**config.mk**
```make
export PLATFORM = sky130hd
export DESIGN_NAME = base64_stream_decoder
export DESIGN_NICKNAME = d
export VERILOG_FILES = /design/src/rtl/b64d_pkg.sv /design/src/rtl/b64d_front.sv /design/src/rtl/b64d_cmd_fifo.sv /design/src/rtl/b64d_back.sv /design/src/rtl/base64_stream_decoder.sv
export SDC_FILE = /design/constraint.sdc
export NUM_CORES = 1
export LEC_CHECK = 0
export BUFFER_PORTS_ARGS = -buffer_cell sky130_fd_sc_hd__buf_2
export CAP_MARGIN = 10
export CORE_UTILIZATION = 55
export CTS_CLUSTER_SIZE = 40
export DETAILED_ROUTE_END_ITERATION = 12
export MAX_ROUTING_LAYER = met4
export PLACE_DENSITY_LB_ADDON = 0.12
export SLEW_MARGIN = 20
export SYNTH_ARGS = -nofsm -noshare
export SYNTH_HDL_FRONTEND = slang
export SYNTH_HIERARCHICAL = 1
export SYNTH_SLANG_ARGS = --single-unit
```
**constraint.sdc**
```tcl
create_clock -name clk -period 3.6 [get_ports clk]
set_input_delay 0.72 -clock clk [delete_from_list [all_inputs] [get_ports clk]]
set_output_delay 0.72 -clock clk [all_outputs]
set_load 0.03 [all_outputs]
```
**src/rtl/b64d_pkg.sv**
```systemverilog
`timescale 1ns / 1ps
// ----------------------------------------------------------------------------
// b64d_pkg
// Shared types, codes and the alphabet decode function of the base64 stream
// decoder.
// ----------------------------------------------------------------------------
package b64d_pkg;

  // Special characters of the alphabet
  localparam logic [7:0] CHAR_PAD   = 8'h3D;  // '='
  localparam logic [7:0] CHAR_PLUS  = 8'h2B;  // '+'
  localparam logic [7:0] CHAR_SLASH = 8'h2F;  // '/'
  localparam logic [7:0] CHAR_UP_A  = 8'h41;  // 'A'
  localparam logic [7:0] CHAR_UP_Z  = 8'h5A;  // 'Z'
  localparam logic [7:0] CHAR_LO_A  = 8'h61;  // 'a'
  localparam logic [7:0] CHAR_LO_Z  = 8'h7A;  // 'z'
  localparam logic [7:0] CHAR_DIG_0 = 8'h30;  // '0'
  localparam logic [7:0] CHAR_DIG_9 = 8'h39;  // '9'

  // Sextet offsets for lower case letters and digits, and the sextets of plus and slash
  localparam logic [5:0] SX_LO_BASE  = 6'd26;
  localparam logic [5:0] SX_DIG_BASE = 6'd52;
  localparam logic [5:0] SX_PLUS     = 6'd62;
  localparam logic [5:0] SX_SLASH    = 6'd63;

  // Command queue between front and back
  localparam int CMD_DEPTH = 4;
  localparam int CMD_PTR_W = $clog2(CMD_DEPTH);
  localparam int CMD_CNT_W = $clog2(CMD_DEPTH + 1);

  // Result status codes
  typedef enum logic [1:0] {
    ST_OK         = 2'd0,
    ST_BAD_CHAR   = 2'd1,
    ST_INCOMPLETE = 2'd2
  } status_t;

  // Input transaction
  typedef struct packed {
    logic [7:0] char_code;
    logic       is_final;
  } item_t;

  // Output transaction
  typedef struct packed {
    logic [7:0] data_byte;
    logic       byte_valid;
    status_t    status;
    logic       run_last;
    logic       message_end;
  } result_t;

  // One decoded group handed from front to back.
  // nbytes of zero marks an incomplete final group.
  typedef struct packed {
    logic [23:0] word;
    logic [1:0]  nbytes;
    logic        bad;
    logic        fin;
  } cmd_t;

  // Alphabet lookup result
  typedef struct packed {
    logic       ok;
    logic [5:0] val;
  } sextet_t;

  function automatic sextet_t map_char(input logic [7:0] c);
    sextet_t r;
    logic [7:0] d;
    r = '0;
    d = '0;
    if (c >= CHAR_UP_A && c <= CHAR_UP_Z) begin
      d = c - CHAR_UP_A;
      r.ok = 1'b1;
      r.val = d[5:0];
    end else if (c >= CHAR_LO_A && c <= CHAR_LO_Z) begin
      d = c - CHAR_LO_A;
      r.ok = 1'b1;
      r.val = d[5:0] + SX_LO_BASE;
    end else if (c >= CHAR_DIG_0 && c <= CHAR_DIG_9) begin
      d = c - CHAR_DIG_0;
      r.ok = 1'b1;
      r.val = d[5:0] + SX_DIG_BASE;
    end else if (c == CHAR_PLUS) begin
      r.ok = 1'b1;
      r.val = SX_PLUS;
    end else if (c == CHAR_SLASH) begin
      r.ok = 1'b1;
      r.val = SX_SLASH;
    end else if (c == CHAR_PAD) begin
      r.ok = 1'b1;
    end
    return r;
  endfunction

endpackage

```
**src/rtl/b64d_front.sv**
```systemverilog
`timescale 1ns / 1ps
// ----------------------------------------------------------------------------
// b64d_front
// Accepts characters, decodes them through the alphabet and collects groups
// of four; each complete group or early final mark becomes one command.
// ----------------------------------------------------------------------------
module b64d_front
  import b64d_pkg::*;
(
  input  logic  clk,
  input  logic  rst,
  input  logic  push,
  output logic  full,
  input  item_t item,
  output logic  cmd_push,
  output cmd_t  cmd,
  input  logic  cmd_full
);

  logic [1:0]  pos;
  logic [1:0]  pos_next;
  logic [17:0] acc;
  logic [17:0] acc_next;
  logic        bad;
  logic        bad_next;
  logic        third_pad;
  logic        third_pad_next;
  logic        accept;
  logic        is_pad;
  logic        bad_now;
  logic [1:0]  drop;
  sextet_t     sx;

  assign full   = cmd_full;
  assign accept = push && !cmd_full;
  assign sx     = map_char(item.char_code);
  assign is_pad = (item.char_code == CHAR_PAD);
  assign bad_now = bad || !sx.ok;

  // Classify the transaction and build the group command
  always_comb begin
    pos_next       = pos;
    acc_next       = acc;
    bad_next       = bad;
    third_pad_next = third_pad;
    cmd_push       = 1'b0;
    cmd.word       = {acc, sx.val};
    cmd.nbytes     = 2'd3;
    cmd.bad        = bad_now;
    cmd.fin        = item.is_final;
    drop           = {1'b0, item.is_final && third_pad} + {1'b0, item.is_final && is_pad};
    if (accept) begin
      if (pos != 2'd3) begin
        if (item.is_final) begin
          // Early final mark: report incomplete group, drop collected sextets
          cmd_push       = 1'b1;
          cmd.nbytes     = 2'd0;
          pos_next       = 2'd0;
          acc_next       = '0;
          bad_next       = 1'b0;
          third_pad_next = 1'b0;
        end else begin
          if (pos == 2'd2) begin
            third_pad_next = is_pad;
          end
          acc_next = {acc[11:0], sx.val};
          bad_next = bad_now;
          pos_next = pos + 2'd1;
        end
      end else begin
        // Fourth character: group complete
        cmd_push       = 1'b1;
        cmd.nbytes     = 2'd3 - drop;
        pos_next       = 2'd0;
        acc_next       = '0;
        bad_next       = 1'b0;
        third_pad_next = 1'b0;
      end
    end
  end

  // Hold group state
  always_ff @(posedge clk) begin
    if (rst) begin
      pos       <= '0;
      acc       <= '0;
      bad       <= 1'b0;
      third_pad <= 1'b0;
    end else begin
      pos       <= pos_next;
      acc       <= acc_next;
      bad       <= bad_next;
      third_pad <= third_pad_next;
    end
  end

  a_final_restarts: assert property (@(posedge clk) disable iff (rst)
    (accept && item.is_final) |=> (pos == 2'd0 && !bad && !third_pad))
    else $error("group state not cleared after final character");

  a_cmd_on_fourth: assert property (@(posedge clk) disable iff (rst)
    (accept && pos == 2'd3) |-> (cmd_push && cmd.nbytes != 2'd0))
    else $error("complete group produced no byte command");

endmodule

```
**src/rtl/b64d_cmd_fifo.sv**
```systemverilog
`timescale 1ns / 1ps
// ----------------------------------------------------------------------------
// b64d_cmd_fifo
// Short first-in first-out queue of group commands between front and back.
// ----------------------------------------------------------------------------
module b64d_cmd_fifo
  import b64d_pkg::*;
(
  input  logic clk,
  input  logic rst,
  input  logic wr_en,
  input  cmd_t wr_data,
  output logic full,
  input  logic rd_en,
  output cmd_t rd_data,
  output logic empty
);

  cmd_t                 slots [CMD_DEPTH];
  logic [CMD_PTR_W-1:0] wr_ptr;
  logic [CMD_PTR_W-1:0] rd_ptr;
  logic [CMD_CNT_W-1:0] count;
  logic                 do_wr;
  logic                 do_rd;

  assign full    = (count == CMD_CNT_W'(CMD_DEPTH));
  assign empty   = (count == '0);
  assign do_wr   = wr_en && !full;
  assign do_rd   = rd_en && !empty;
  assign rd_data = slots[rd_ptr];

  // Store incoming commands
  always_ff @(posedge clk) begin
    if (do_wr) begin
      slots[wr_ptr] <= wr_data;
    end
  end

  // Advance pointers and occupancy
  always_ff @(posedge clk) begin
    if (rst) begin
      wr_ptr <= '0;
      rd_ptr <= '0;
      count  <= '0;
    end else begin
      if (do_wr) begin
        wr_ptr <= (wr_ptr == CMD_PTR_W'(CMD_DEPTH - 1)) ? '0 : wr_ptr + 1'b1;
      end
      if (do_rd) begin
        rd_ptr <= (rd_ptr == CMD_PTR_W'(CMD_DEPTH - 1)) ? '0 : rd_ptr + 1'b1;
      end
      if (do_wr && !do_rd) begin
        count <= count + 1'b1;
      end else if (do_rd && !do_wr) begin
        count <= count - 1'b1;
      end
    end
  end

  a_count_bound: assert property (@(posedge clk) disable iff (rst)
    count <= CMD_CNT_W'(CMD_DEPTH))
    else $error("command queue occupancy out of range");

  a_write_lands: assert property (@(posedge clk) disable iff (rst)
    do_wr |=> !empty)
    else $error("command queue empty right after a write");

endmodule

```
**src/rtl/b64d_back.sv**
```systemverilog
`timescale 1ns / 1ps
// ----------------------------------------------------------------------------
// b64d_back
// Takes group commands from the queue and emits their results one per
// cycle while pop is high, high byte first.
// ----------------------------------------------------------------------------
module b64d_back
  import b64d_pkg::*;
(
  input  logic    clk,
  input  logic    rst,
  input  cmd_t    cmd,
  input  logic    cmd_empty,
  output logic    cmd_pop,
  output logic    empty,
  input  logic    pop,
  output result_t result
);

  cmd_t       cur;
  logic       cur_valid;
  logic [1:0] k;
  logic       last;
  logic       fire;
  logic       load;

  assign empty   = !cur_valid;
  assign fire    = pop && cur_valid;
  assign last    = (cur.nbytes == 2'd0) || (k == cur.nbytes - 2'd1);
  assign load    = !cur_valid || (fire && last);
  assign cmd_pop = load && !cmd_empty;

  // Form the current result
  always_comb begin
    result.byte_valid  = 1'b1;
    result.status      = cur.bad ? ST_BAD_CHAR : ST_OK;
    result.run_last    = last;
    result.message_end = last && cur.fin;
    case (k)
      2'd0:    result.data_byte = cur.word[23:16];
      2'd1:    result.data_byte = cur.word[15:8];
      2'd2:    result.data_byte = cur.word[7:0];
      default: result.data_byte = '0;
    endcase
    if (cur.nbytes == 2'd0) begin
      result.byte_valid = 1'b0;
      result.data_byte  = '0;
      result.status     = ST_INCOMPLETE;
    end
  end

  // Hold the current command payload
  always_ff @(posedge clk) begin
    if (cmd_pop) begin
      cur <= cmd;
    end
  end

  // Advance through the bytes of the current command
  always_ff @(posedge clk) begin
    if (rst) begin
      cur_valid <= 1'b0;
      k         <= '0;
    end else if (load) begin
      cur_valid <= !cmd_empty;
      k         <= '0;
    end else if (fire) begin
      k <= k + 2'd1;
    end
  end

  a_index_in_range: assert property (@(posedge clk) disable iff (rst)
    (cur_valid && cur.nbytes != 2'd0) |-> (k < cur.nbytes))
    else $error("byte index beyond command length");

endmodule

```
**src/rtl/base64_stream_decoder.sv**
```systemverilog
`timescale 1ns / 1ps
// ----------------------------------------------------------------------------
// base64_stream_decoder
// Decodes a base64 character stream into bytes with group status.
//
// Input channel: item (char_code, is_final) is taken at a clock edge with
// push high and full low. Output channel: result is the oldest waiting
// result while empty is low and is taken at an edge with pop high.
// Each group of four characters yields up to three byte results, high byte
// first; a final mark before the fourth character yields one result with
// status incomplete and no byte. An invalid character reads as zero and
// flags its group.
// With the back end idle, a group's command enters the queue at the edge taking
// the character that completes it; the back end then loads it and shows its
// first result. Throughput: one character per cycle while full is low; the
// back end emits one result per cycle while pop is high, so three bytes per
// four characters keep pace.
// A four-entry command queue separates front and back; when the receiver
// stalls, the queue fills and full rises, and nothing is lost.
// Reset (rst, synchronous) clears the group state and empties the queue.
// ----------------------------------------------------------------------------
module base64_stream_decoder
  import b64d_pkg::*;
(
  input  logic    clk,
  input  logic    rst,
  input  logic    push,
  output logic    full,
  input  item_t   item,
  output logic    empty,
  input  logic    pop,
  output result_t result
);

  logic cmd_push;
  logic cmd_full;
  logic cmd_pop;
  logic cmd_empty;
  cmd_t cmd_in;
  cmd_t cmd_out;

  // Classify characters into group commands
  b64d_front u_front (
    .clk      (clk),
    .rst      (rst),
    .push     (push),
    .full     (full),
    .item     (item),
    .cmd_push (cmd_push),
    .cmd      (cmd_in),
    .cmd_full (cmd_full)
  );

  // Decouple front and back
  b64d_cmd_fifo u_fifo (
    .clk     (clk),
    .rst     (rst),
    .wr_en   (cmd_push),
    .wr_data (cmd_in),
    .full    (cmd_full),
    .rd_en   (cmd_pop),
    .rd_data (cmd_out),
    .empty   (cmd_empty)
  );

  // Emit results
  b64d_back u_back (
    .clk       (clk),
    .rst       (rst),
    .cmd       (cmd_out),
    .cmd_empty (cmd_empty),
    .cmd_pop   (cmd_pop),
    .empty     (empty),
    .pop       (pop),
    .result    (result)
  );

endmodule

```
* Yosys cells after proc, flatten, opt, wreduce, memory -nomap -nowiden
Memory sizes are Yosys's and may differ from the RTL's. A register that Yosys moved wholly into a read port is not among the register bits. Cells that the tools add are included.
Storage, ports and cells: register bits after elaboration 32, memory bits (writable) 112, bits of input ports 13, output and inout port bits 15, logic and storage cells 102, memories 1
Cells by class: $add $sub $neg 14, order comparisons 6, eq/ne operators 12, multiplexer cells 31, reduce and logical (&&, ||, !) cells 29
Memories:
- u_fifo.slots | words 4, bits a word 28, rd ports 1, clocked after Yosys merged registers in 1, wr ports 1, line b64d_cmd_fifo.sv:19 | cmd_t slots [CMD_DEPTH];
Operator list (count):
- $mux W18 | 2
- $mux W7 | 4
- $eq A8 B6 Y1 const B | 3
- $pmux W8 S3 | 1
- $ge A8 B7 Y1 const B | 2
- $le A8 B7 Y1 const B | 2
- $logic_and A1 B1 Y1 | 14
- $mux W2 | 7
- $mux W1 | 13
- $sub A6 B6 Y6 const B | 2
- $mux W11 | 1
- $add A2 B1 Y2 const B | 4
- $eq A2 B2 Y1 const B | 4
- $ge A8 B6 Y1 const B | 1
- $le A8 B6 Y1 const B | 1
- $add A6 B5 Y6 const B | 1
- $add A6 B6 Y6 const B | 1
- $logic_not A1 Y1 | 6
- $mux W3 | 2
- $mux W6 | 1
- $sub A6 B1 Y6 const B | 1
- $logic_not A2 Y1 | 2
- $add A3 B1 Y3 const B | 1
- $eq A3 B3 Y1 const B | 1
- other kinds (13) | 15

* Longest topological paths before layout
Gate-level depths: netlist of the first run.
depth in word-level cells 11, gate-level depth with buffers 14, gate-level depth less buffers 12

* By module
Netlist of the first run, hierarchy kept.
Modules (own cells, without submodules):
- b64d_cmd_fifo | instances 1, cells each 196, area each 4541.9 sq um, sequential area each 3543.4 sq um
- b64d_front | instances 1, cells each 177, area each 1515.2 sq um, sequential area each 440.4 sq um
- b64d_back | instances 1, cells each 82, area each 1260.0 sq um, sequential area each 900.9 sq um

* Worst setup path after synthesis of the first run
Ideal clock, no wire load.
path kind reg2reg, from register, netlist name u_back/cur[2], to register u_fifo.count[2], setup time 0.070 ns, arrival 3.130 ns, data required time 3.530 ns, slack 0.400 ns, cell stages (with the launch flop) 13, buffers on the path 0, period minus slack after synthesis 3.200 ns, cells stage by stage edfxtp_1 inv_1 ha_1 inv_1 nand2_1 o211a_1 o31ai_2 ha_1 inv_1 fa_1 xor2_1 or3_1 a21oi_1
Between the ends: longest elaborated chain between the ends 10, elaborated cells on any way between the ends 13, those cells by class 1 x add/sub; 1 x eq/ne; 1 x mux; 10 x reduce/logical
RTL lines:
- $sub A2 B1 Y2 | line b64d_back.sv:29 | assign last = (cur.nbytes == 2'd0) || (k == cur.nbytes - 2'd1);
- $eq A2 B2 Y1 | line b64d_back.sv:29
- $logic_or A1 B1 Y1 * | line b64d_back.sv:29
- $logic_and A1 B1 Y1 * | line b64d_back.sv:30 | assign load = !cur_valid || (fire && last);
- $logic_or A1 B1 Y1 * | line b64d_back.sv:30
- $logic_and A1 B1 Y1 * | line b64d_back.sv:31 | assign cmd_pop = load && !cmd_empty;
- named net cmd_pop | line base64_stream_decoder.sv:37 | logic cmd_pop;
- $logic_and A1 B1 Y1 * | line b64d_cmd_fifo.sv:29 | assign do_rd = rd_en && !empty;
- $logic_not A1 Y1 | line b64d_cmd_fifo.sv:52 | if (do_wr && !do_rd) begin
- $logic_and A1 B1 Y1 | line b64d_cmd_fifo.sv:52
- $mux W3 / $reduce_bool A2 Y1 (equally long branches)
- to (signal assigned) | line b64d_cmd_fifo.sv:53 | count <= count + 1'b1;
- to (signal assigned) | line b64d_cmd_fifo.sv:55 | count <= count - 1'b1;
- to (decl) | line b64d_cmd_fifo.sv:22 | logic [CMD_CNT_W-1:0] count;
Mark *: on every way through the listed nets, which the timed path passes. The rest lies on a longest branch. A chain may end at the register's enable or synchronous reset.

* Final worst setup path of the first run
from register u_fifo.count[0], to register u_fifo.count[2]
Between the ends: longest elaborated chain between the ends 8, elaborated cells on any way between the ends 18, those cells by class 2 x add/sub; 1 x eq/ne; 3 x mux; 12 x reduce/logical
RTL lines:
- $eq A3 B3 Y1 * | line b64d_cmd_fifo.sv:26 | assign full = (count == CMD_CNT_W'(CMD_DEPTH));
- $logic_not A1 Y1 * | line b64d_front.sv:35 | assign accept = push && !cmd_full;
- $logic_and A1 B1 Y1 * | line b64d_front.sv:35
- $mux W1 * | line b64d_front.sv:52 | if (accept) begin
- named net cmd_push | line base64_stream_decoder.sv:35 | logic cmd_push;
- $logic_and A1 B1 Y1 * | line b64d_cmd_fifo.sv:28 | assign do_wr = wr_en && !full;
- named net u_fifo.do_wr | line b64d_cmd_fifo.sv:23 | logic do_wr;
- $logic_not A1 Y1 | line b64d_cmd_fifo.sv:54 | end else if (do_rd && !do_wr) begin
- $logic_and A1 B1 Y1 | line b64d_cmd_fifo.sv:54
- $reduce_bool A2 Y1 (no line)
Mark *: on every way through the listed nets, which the timed path passes. The rest lies on a longest branch. The select of a mux whose other input is x is not followed.

==> results.cfg, run 1 <==
[outcome]
outcome = finished clean

[global_route]
grt-ovfl-total = 0
grt_max_degree = 29
grtUsageTotal_pct = 22.2
grt_antenna_before_repair = 0
busiest_layer = met2
grt_pass1_wl_mm = 21.9
met3_usage_pct = 4.38
grt_pass1_vias = 3935
grt_use_met1_pct = 29.3
use_met2_pct = 34.6

[min_path]
holdPathStages = 2
min_path_type = flop to flop

[drt]
vias_per_cell = 5.98
postRouteAntennaNets = 0
drtPass1Iterations = 5
avgRoutedWirePerCell_um = 20.6
drtIter0Drc = 343
routed_wl_mm = 13.8
vias = 4022
post-route-drc-count = 0

[floorplan]
row_count = 41
die_w_um = 117
start_util_pct = 57.3
design.portCount = 28
die_area_mm2 = 0.0138
die_y_um = 117
coreArea_mm2 = 0.0128

[yosys]
yosys_register_bits = 174
netlist_instances = 455
synth_edf_count = 140
synthesis.nets = 492
yosysSeqAreaShare_pct = 66.8
ys_warn_count = 6
avgSynthCellArea_um2 = 16.1
ys.flop_type = edfxtp_1
syn_area_mm2 = 0.00732
ys_types = 73
synthArstFlopShare_pct = 0

[finish]
utilization_pct = 64.2
drive_gt1_share_pct = 23.8
final-seq-area_mm2 = 0.00489
fin_cells = 673
multiInputGateArea_mm2 = 0.00219
fin_nets = 525
area_delta_synth_final_pct = 12.0
final_cell_mix = edfxtp_1 (140), nor2_1 (34), dfxtp_1 (32)
diodes = 0
fill_cells = 899
layout_commonest_cell = edfxtp_1

[power]
p_leak_nw = 2.93
p_total_mw = 5.75
clkPwrFrac_pct = 32.0
peakVddDrop_mv = 0.353
switching_share_pct = 29.9
sequentialPowerShare_pct = 47.0
p_switching_mw = 1.72
p_per_area_mw_per_mm2 = 701
p_int_mw = 4.03
combPwrFrac_pct = 21.0

[clock_network]
clock_latency_ps = 420
cts_resized = 0
cts.sinks = 174
path_clk_slew_ps = 70
hold_buffers = 0
clockRootBuffer = clkbuf_16
clockBufferDepth = 2
cts.htree.levels = 4
cts_buffers = 17
cts_tree = done
cts_setup_buffers = 0

[place]
placedCellCount = 641
post-dp-hpwl_mm = 8.66
io_buffers = 27
gp_routability_congestion = 0.901

[critical_path]
rr_worst_depth = 12
rr_startpoint = u_fifo/count[0]
crit_arrival_ps = 3220
endpoint_kind = flop
startpoint = u_fifo/count[0]
regToRegEndpoint = u_fifo/count[2]
startpoint_type = flop
critPathMaxFanout = 7
crit_type = flop to flop
crit_required_ps = 3960
cp-endpoint = u_fifo/count[2]
rrSetupSlack_ps = 740

[flow_run]
cap_violations = 0

[timing]
worst_pin_slew_ps = 785
relSlewSlack_pct = 47.7
slew_violations = 0
worst_clock_skew_ps = 7.00
fin_setup_tns_ps = 0
fin_hold_ws_ps = 492
finalSetupViolCount = 0
fin_crit_sh_pct = 79.4
min_period_ps = 2860
rsz0062_at_grt = no
finalHoldViolations = 0
max_freq_mhz = 350
## worst max-delay path: stages (launching register included)
cell and delay, ps:
dfxtp_1 450, or3b_1 310, clkinv_4 100, nand2b_1 170, nor2_1 150, bufinv_8 200, nor2_2 160, ha_1 210
inv_1 60, fa_1 380, xor2_1 150, or3_1 310, a21oi_1 140
## final cells by class
cell class	instances	area share, %
sequential	174	59.6
multi-input combinational	238	26.7
clock buffer	17	5.19
tap	172	2.63
timing repair buffer	36	2.47
clock inverter	15	2.15
inverter	21	1.19
## per-stage QoR
stage	area, um^2	setup slack, ps
4_1_cts	8200	744
2_1_floorplan	7320	400
3_5_place_dp	7590	677
3_3_place_gp	7590	714
5_1_grt	8200	510
6_report	8200	742
## cell families (layout without fill, tap and decap cells)
family	Yosys count	after routing	synth area share [%]
AO/OA/AOI/OAI	77	77	8.46
XOR/XNOR	11	11	1.42
adder cells (fa/ha/maj)	24	24	4.21
buffers and inverters	43	89	3.30
AND/OR/NAND/NOR	95	95	6.82
multiplexers	31	31	9.03
flip-flops	174	174	66.8
## power groups by stage
stage / clock [mW] / combinational [mW] / sequential (mW)
detailed placement: 0 / 1.21 / 2.75
finish: 1.84 / 1.21 / 2.70
global route: 1.94 / 1.31 / 2.74
CTS: 1.86 / 1.22 / 2.71
floorplan: 0 / 1.02 / 2.62
global placement: 0 / 1.20 / 2.74
## synthesized netlist by cell type, types with 2 or more instances
| cell | instances | share of area (%) |
|---|---|---|
| mux4_2 | 28 | 8.6 |
| a211oi_1 | 2 | 0.21 |
| a222oi_1 | 8 | 1.1 |
| a21oi_1 | 11 | 0.75 |
| xnor2_1 | 6 | 0.72 |
| nor2_2 | 2 | 0.17 |
| o2111ai_1 | 2 | 0.24 |
| a211o_1 | 2 | 0.24 |
| xor2_1 | 4 | 0.48 |
| and3_1 | 6 | 0.51 |
| ha_1 | 23 | 3.9 |
| o31ai_2 | 2 | 0.34 |
| o21ai_1 | 3 | 0.21 |
| mux2i_1 | 3 | 0.41 |
| nand3_1 | 5 | 0.34 |
| o31ai_1 | 5 | 0.51 |
| edfxtp_1 | 140 | 57 |
| inv_1 | 18 | 0.92 |
| buf_2 | 3 | 0.21 |
| a2bb2oi_1 | 2 | 0.24 |
| nand2_1 | 13 | 0.67 |
| a22oi_1 | 12 | 1.2 |
| nor3_1 | 7 | 0.48 |
| buf_6 | 5 | 0.77 |
| and2b_2 | 2 | 0.24 |
| o211ai_1 | 2 | 0.21 |
| dfxtp_1 | 34 | 9.3 |
| or3_1 | 3 | 0.26 |
| nand2b_1 | 6 | 0.51 |
| clkbuf_1 | 7 | 0.36 |
| a21boi_0 | 2 | 0.21 |
| nor2_1 | 34 | 1.7 |
| o21ai_0 | 6 | 0.41 |
| and2_1 | 3 | 0.26 |
| buf_4 | 5 | 0.51 |
| a21o_1 | 2 | 0.21 |
## sequential cells by signal (all words and copies together) (netlist names), named ones only
signal and cells:
u_back/cur 28, u_back/cur_valid 1, u_back/k 2, u_fifo/count 3
u_fifo/rd_ptr 2, u_fifo/slots 112, u_fifo/wr_ptr 2, u_front/acc 18
u_front/bad 1, u_front/pos 2, u_front/third_pad 1
## metal layers
| layer | vias up | wire [um] |
|---|---|---|
| li1 | 1841 | - |
| met1 | 2024 | 6200 |
| met2 | 142 | 6700 |
| met3 | 15 | 781 |
| met4 | 0 | 170 |
| met5 | - | 0 |
## worst min path at each step
stage | start | to | slack (ps)
floorplan | u_front/bad | u_front/bad | 450
global placement | u_front/bad | u_front/bad | 460
detailed placement | u_front/bad | u_front/bad | 480
CTS | u_front/bad | u_front/bad | 490
global route | u_front/acc[17] | u_fifo/slots[0][27] | 530
finish | u_front/bad | u_front/bad | 490
(Power assumes the default switching activity.)
==> inputs of run 2 (changes only) <==
Clock period 3.6 ns to 2.7 ns, I/O delays scaled along.
==> results.cfg, run 2 (synthesized netlist as in run 1, its figures left out) <==
[outcome]
outcome = finished clean

[drt]
vias_per_cell = 5.89
vias = 4041
postRouteAntennaNets = 0
drtIter0Drc = 334
avgRoutedWirePerCell_um = 20.1
drtPass1Iterations = 5
post-route-drc-count = 0
routed_wl_mm = 13.8

[critical_path]
crit_arrival_ps = 2920
endpoint_kind = flop
crit_type = flop to flop
rrSetupSlack_ps = 120
startpoint_type = flop
crit_required_ps = 3050
rr_startpoint = u_back/cur[2]
critPathMaxFanout = 4
rr_worst_depth = 12
regToRegEndpoint = u_fifo/count[2]

[floorplan]
row_count = 41
die_y_um = 117
die_area_mm2 = 0.0138
die_w_um = 117
coreArea_mm2 = 0.0128
start_util_pct = 57.3
design.portCount = 28

[timing]
rsz0062_at_grt = yes
finalHoldViolations = 0
worst_clock_skew_ps = 7.22
min_period_ps = 2580
finalSetupViolCount = 0
worst_pin_slew_ps = 667
max_freq_mhz = 388
setup_ws_ps = 125
relSlewSlack_pct = 55.4
slew_violations = 0
fin_crit_sh_pct = 95.4

[clock_network]
clockRootBuffer = clkbuf_16
path_clk_slew_ps = 60
clockBufferDepth = 2
cts_buffers = 17
hold_buffers = 0
cts.sinks = 174
cts.htree.levels = 4
clock_latency_ps = 420
cts_tree = done

[finish]
layout_commonest_cell = edfxtp_1
largest_registers = u_fifo/slots: 112 flops, u_back/cur: 28 flops, u_front/acc: 18 flops
largest_reg_flops = 112
fin_nets = 537
fill_cells = 899
drive_gt1_share_pct = 26.9
regMostFlops = u_fifo/slots
area_delta_synth_final_pct = 13.5
final_cell_mix = edfxtp_1 (140), nor2_1 (32), dfxtp_1 (32)

[power]
peakVddDrop_mv = 0.498
p_leak_nw = 2.96
p_per_area_mw_per_mm2 = 924
p_total_mw = 7.67

[place]
gp_routability_congestion = 0.894
dp_worst_setup_slack_ps = 67.1
io_buffers = 27
post-dp-hpwl_mm = 9.13

[min_path]
min_path_type = primary input to flop
holdPathStages = 2
hold_start = pop
hold_end = u_back/k[0]

[global_route]
grt_pass1_wl_mm = 22.6
grtUsageTotal_pct = 22.8
grt_max_degree = 29
grt_antenna_before_repair = 1
grt-ovfl-total = 0
grt_pass1_vias = 4149

[flow_run]
cap_violations = 0
[run 2: changes by cell type in the layout (fill, tap and decap cells not counted), sizes merged]
| cell | before | now |
|---|---|---|
| buf | 36 | 48 |
| bufinv | 3 | 2 |
| clkbuf | 17 | 19 |
| clkinv | 3 | 5 |
| diode | 0 | 1 |
| inv | 27 | 24 |
[run 2: stage by stage]
step	hold slack (ps)	TNS, ps	util (%)	area (um^2)	cells
6_report	372	0	65.0	8310	686
2_1_floorplan	448	0	-	7360	455
3_5_place_dp	471	0	60.5	7730	652
4_1_cts	354	0	64.9	8290	684
5_1_grt	381	-11.9	65.0	8310	686
3_3_place_gp	465	0	60.5	7730	652
[run 2: how the worst max path moves through the flow]
stage	startpoint	end	slack, ps	cells after the start
floorplan	u_fifo/count[1]	u_fifo/count[2]	3	14
global placement	u_back/cur[2]	u_fifo/count[2]	150	12
finish	u_back/cur[2]	u_fifo/count[2]	120	12
CTS	u_back/cur[2]	u_fifo/count[2]	60	12
global route	u_back/cur[2]	u_fifo/count[2]	-10	12
detailed placement	u_back/cur[2]	u_fifo/count[2]	70	12
[run 2: layout make-up]
cell class                      count  area, um^2  share of cell area [%]
Sequential cell                   174        4890                    58.8
Multi-Input combinational cell    238        2240                    26.9
Clock buffer                       19         433                    5.21
Timing Repair Buffer               48         305                    3.68
Tap cell                          172         215                    2.59
Clock inverter                     13         128                    1.54
Inverter                           21        97.6                    1.18
Antenna cell                        1        2.50                  0.0301
[run 2: repair_timing]
item | in CTS | in global routing
setup endpoints to repair | 0 | 2
gates resized for setup | 0 | 3
setup buffers | 0 | 1
endpoints found under the hold margin | 0 | 0
[run 2: metal layers]
layer  GRT usage (%)  share of wire [%]  wire length (um)
met5               -                  0                 0
met4            7.47                1.2               164
met3            5.69                5.2               713
met2            35.9                 49              6820
met1            29.1                 44              6110
[run 2: critical path: stages, from the launching register on]
cell	delay, ps
edfxtp_1	410
inv_2	100
ha_4	210
xnor2_2	150
nor2_2	70
o211a_4	260
o31ai_4	70
ha_2	250
inv_1	50
fa_2	330
xor2_1	150
or3_1	310
a21oi_1	150
[run 2: where the power goes]
part / internal (mW) / switching (mW)
Sequential: 3.35 / 0.163
Clock: 1.28 / 1.00
Combinational: 0.754 / 1.12
